===== src/rtl/core/tcw_pkg.sv =====
// Shared constants, codes and types of the text console writer.
package tcw_pkg;

  // Screen and video memory geometry.
  localparam int COLUMNS      = 80;
  localparam int ROWS         = 25;
  localparam int VRAM_CELLS   = 8192;
  localparam int SCREEN_CELLS = COLUMNS * ROWS;
  // A scroll starting at or above this display start relocates the screen first.
  localparam int RELOC_START  = VRAM_CELLS - SCREEN_CELLS - COLUMNS;

  // Field widths.
  localparam int CELL_AW = 13;
  localparam int CELL_W  = 16;
  localparam int COL_W   = 7;
  localparam int ROW_W   = 5;
  localparam int CHAR_W  = 8;
  localparam int FUNC_W  = 2;

  localparam logic [CELL_AW-1:0] COLUMNS_CELLS = CELL_AW'(COLUMNS);
  localparam logic [CELL_AW-1:0] SCREEN_SPAN   = CELL_AW'(SCREEN_CELLS);
  localparam logic [CELL_W-1:0]  RESET_CELL    = CELL_W'(16'h0007);

  // Item functions.
  localparam logic [FUNC_W-1:0] FUNC_PUT   = 2'd0;
  localparam logic [FUNC_W-1:0] FUNC_READ  = 2'd1;
  localparam logic [FUNC_W-1:0] FUNC_CLEAR = 2'd2;
  localparam logic [FUNC_W-1:0] FUNC_NOP   = 2'd3;

  // Character codes with a control meaning.
  localparam logic [CHAR_W-1:0] CH_NUL = 8'h00;
  localparam logic [CHAR_W-1:0] CH_BEL = 8'h07;
  localparam logic [CHAR_W-1:0] CH_BS  = 8'h08;
  localparam logic [CHAR_W-1:0] CH_HT  = 8'h09;
  localparam logic [CHAR_W-1:0] CH_LF  = 8'h0A;
  localparam logic [CHAR_W-1:0] CH_VT  = 8'h0B;
  localparam logic [CHAR_W-1:0] CH_FF  = 8'h0C;
  localparam logic [CHAR_W-1:0] CH_CR  = 8'h0D;
  localparam logic [CHAR_W-1:0] CH_DEL = 8'h7F;

  // Configuration register indexes.
  localparam logic CFG_CHAR_ATTR  = 1'b0;
  localparam logic CFG_BLANK_CELL = 1'b1;

  // Request to the shared address adder.
  typedef struct packed {
    logic [CELL_AW-1:0] a;
    logic [CELL_AW-1:0] b;
    logic               sub;
  } alu_req_t;

endpackage


===== src/rtl/core/tcw_addr_alu.sv =====
// Shared cell address adder: adds or subtracts modulo the video memory size.
module tcw_addr_alu
  import tcw_pkg::*;
(
  input  alu_req_t           req,
  output logic [CELL_AW-1:0] y
);

  // Cell indexes are exactly CELL_AW bits, so the natural wrap is the modulo.
  assign y = req.sub ? (req.a - req.b) : (req.a + req.b);

endmodule


===== config.mk =====
export PLATFORM = sky130hd
export DESIGN_NAME = tcw_addr_alu
export DESIGN_NICKNAME = d
export VERILOG_FILES = /design/src/rtl/core/tcw_pkg.sv /design/src/rtl/core/tcw_addr_alu.sv
export SDC_FILE = /design/constraint.sdc
export NUM_CORES = 1
export LEC_CHECK = 0
export BUFFER_PORTS_ARGS = -buffer_cell sky130_fd_sc_hd__buf_2
export CORE_MARGIN = 3
export CORE_UTILIZATION = 45
export DETAILED_ROUTE_END_ITERATION = 6
export PLACE_DENSITY_LB_ADDON = 0.05
export SYNTH_ARGS = -nofsm -noshare
export SYNTH_HDL_FRONTEND = slang
export SYNTH_SLANG_ARGS = --single-unit

===== constraint.sdc =====
create_clock -name vclk -period 10.4
set_input_delay 2.08 -clock vclk [all_inputs]
set_output_delay 2.08 -clock vclk [all_outputs]
set_load 0.02 [all_outputs]

== After elaboration in Yosys (flattened, before gate mapping) ==
Cells that the tools add are included.
Word-level totals
  flip-flop bits (word level): 0
  input bits: 27
  output and inout bits: 13
  logic and storage cells: 3
Operators by class
  add/sub/neg operators: 2
  multiplexer cells: 1
Operators with widths (number)
  $add A13 B13 Y13: 1
  $mux W13: 1
  $sub A13 B13 Y13: 1

== Longest topological paths before layout ==
  depth in word-level cells: 2
  mapped depth: 12
  mapped depth without buffers: 12

== Worst setup path before layout ==
OpenSTA, ideal clock, no wires.
  path type: in2out
  from: in req[1] (netlist bit)
  to: out y[11]
  arrival time: 4.377 ns
  required time: 8.320 ns
  slack: 3.943 ns
  stages on the path: 12
  buffers on the path: 0
  cells stage by stage: inv_1 -> ha_1 -> or4b_4 -> nor4_1 -> nor2_1 -> xnor2_1 -> ha_1 -> and3_1 -> nand2_1 -> a21oi_1 -> o41ai_2 -> xnor2_1
Between the ends
  cells in the longest elaborated chain, start to end: 2
  elaborated cells on any way between the ends: 3
  classes of those cells: add/sub (2); mux (1)
RTL lines
  start: declaration: line tcw_addr_alu.sv:5  | input alu_req_t req,
  $add A13 B13 Y13 / $sub A13 B13 Y13 (equally long branches): line tcw_addr_alu.sv:10  | assign y = req.sub ? (req.a - req.b) : (req.a + req.b);
  $mux W13 (*): line tcw_addr_alu.sv:10
  end: declaration: line tcw_addr_alu.sv:6  | output logic [CELL_AW-1:0] y
Every way passes the cells marked *; elsewhere a longest branch is shown, timed or not.

== Worst setup path after layout ==
Ends and elaborated chain as after synthesis.

==> run summary <==
===========================================================================================
Sequential cells                                                                          0
Routed wire per std cell                                                            11.2 µm
Final RePlAce weighted congestion                                                     0.880
Routed wire length                                                                  1950 µm
Maximum fanout along the worst path                                                       6
Overflow left after global routing                                                        0
Die height                                                                            49 µm
Summed area of non-filler cells in the final layout                                1060 µm²
Area share of the largest cell type after synthesis                                   19.5%
# IOs                                                                                    40
Initial antenna violation count                                                           0
Final Net Count                                                                         194
Effective utilization at floorplan                                                    51.1%
# hold bufs at CTS                                                                        0
Post-detailed-placement half-perimeter wirelength                                   1770 µm
Total number of yosys warnings                                                            0
Final core occ                                                                        65.0%
Type of destination of the critical path                                        output port
Relative slew slack                                                                   71.0%
Crit start category                                                            primary input
Count of pins over their slew limit                                                       0
Synthesized netlist net count                                                           153
Library cells used by synthesis                                                          33
Final critical-path required period                                                 6730 ps
Arrival @ worst endpoint                                                            4650 ps
Gate Count Post-Synth                                                                   112
Cell-by-cell trace of the critical path                                        buf_2 -> inv_1 -> ha_1 -> or4b_4 -> nor4_1 -> nor2_1 -> xnor2_1 -> ha_1 -> and3_1 -> nand2_1 -> a21oi_1 -> o41ai_2 -> xnor2_1 -> buf_2
LEAKAGE                                                                            0.525 nW
Placed instance area                                                               1060 µm²
Global-route usage over all layers                                                    15.7%
Required time reported for the critical path endpoint                               8320 ps
Number of violations of the max-capacitance limit                                         0
Worst Hold Class                                                                     in2out
Total internal power                                                                43.7 µW
Status                                                                            completed
Peak per-stage delay on the critical path                                            500 ps
Switching power share of the total                                                    58.7%
Slew at the pin closest to its max-slew limit                                        435 ps
Sequential share of the synthesized area                                                 0%
Number of fill cells                                                                    162
DRC violation count after routing                                                         0
Critical path class                                                                  in2out
Wire length of the first global-routing pass                                        3220 µm
Post-Syn Area per Cell                                                             7.43 µm²
Area of the die                                                                    2400 µm²
Post-Syn Area                                                                       832 µm²
RSZ-0062 raised after global routing                                                  false
Placeable Area                                                                     1630 µm²
Sequential Area                                                                       0 µm²
Number of design-rule violations left by the first detailed-router iteration             13
Cell Rows                                                                                14
Largest cells by area after synthesis                                          ha_1 (20%), xnor2_1 (17%), nor2_1 (7.2%)
Final TNS setup                                                                        0 ps
Total Power                                                                          106 µW
Final Hold Fails                                                                          0
Ratio of final minimum period to clock period                                         64.8%
Largest area contributor in the netlist                                                ha_1
Number of gates given a new drive strength after cts                                      0
Share of cells above drive strength 1                                                 32.5%
Inserted Diodes                                                                           0
Largest net degree at the start of global routing                                        13
Area of combinational cells with multiple inputs                                    806 µm²
Setup bufs post-CTS                                                                       0
Chip width                                                                            49 µm
Total number of vias                                                                    916
Number of clock buffers in the layout                                                     0
Area delta synth->final                                                               27.2%
Comb power frac                                                                      100.0%
Number of buffers added on ports                                                         40
Hold path cells                                                                           4
Highest attainable clock frequency                                                  148 MHz
Power dissipated by switching net loads                                             62.1 µW
Number of global-route vias before repair                                               812
Count of antenna-violating nets left after detailed routing                               0
Cell type of the slowest stage on the worst timing path                              or4b_4
Drt via density                                                                        5.23
Share of power burned in registers                                                       0%
Proportion of power drawn by the clock network                                           0%
Largest voltage drop on the vdd net                                             0.0000528 V
Total power per unit cell area                                                   100 nW/µm²
1st-pass router iterations                                                                4
Final setup viols                                                                         0
===========================================================================================
-- critical path, delay by kind of cell --
family	cells	cell delay, ps
AND/OR/NAND/NOR	5	1030
adder cells (fa/ha/maj)	2	530
AO/OA/AOI/OAI	2	390
buffers and inverters	3	340
XOR/XNOR	2	280
-- cells by family (layout without fill, tap and decap cells) --
family | after synthesis | in the layout | share of synthesized area [%]
buffers and inverters | 7 | 46 | 3.16
xor gates and xnor gates | 21 | 21 | 23.0
muxes | 2 | 2 | 2.41
AOI/OAI and AO/OA | 34 | 34 | 27.1
adders and majority gates | 14 | 14 | 22.0
and+or+nand+nor | 34 | 34 | 22.4
-- routing by layer --
metal  vias up  track usage [%]  routed length [µm]  share of wire (%)
met5         -                0                   0                  0
met1       406             20.9                 908                 47
met3         0            0.917                 123                6.3
met2        31             28.7                 921                 47
met4         0            0.948                   0                  0
li1        479                -                   -                  -
-- placed cells by master, fill, tap and decap left out, types with 2 or more instances in the layout --
master / count
mux2i_1: 2
nor2_1: 16
inv_1: 6
a21oi_1: 9
nor2b_1: 2
a21o_1: 6
buf_2: 40
o21ai_1: 8
xor2_1: 4
xnor2_1: 16
ha_1: 13
a211oi_1: 2
a21oi_2: 2
nand2_1: 5
nor3_1: 2
-- final timing paths --
kind                   start     to  slack [ps]
worst max-delay path  req[1]  y[11]        3670
worst min-delay path  req[1]   y[0]        4560
-- stage by stage --
stage	std cells	hold WS (ps)	worst slack (ps)
2_1_floorplan	112	4350	3940
3_3_place_gp	175	4560	3730
3_5_place_dp	175	4570	3650
4_1_cts	175	4570	3650
5_1_grt	175	4580	3460
6_report	175	4560	3670
-- area by class of cell --
cell class | instances | share of cell area [%]
multi-input cells | 105 | 76.1
repair buffers | 40 | 18.9
well taps | 24 | 2.84
inverters | 6 | 2.13
-- cell usage after synthesis, types with 4 or more instances --
cell / n
nor2_1: 16
inv_1: 6
xor2_1: 4
a21o_1: 6
ha_1: 13
a21oi_1: 9
nand2_1: 5
o21ai_1: 8
xnor2_1: 16
-- power by group through the flow --
stage,combinational (mW),clock (mW),sequential (mW)
2_1_floorplan,0.0764,0,0
6_report,0.106,0,0
3_5_place_dp,0.106,0,0
5_1_grt,0.116,0,0
3_3_place_gp,0.105,0,0
4_1_cts,0.107,0,0
(Power assumes the default switching activity.)
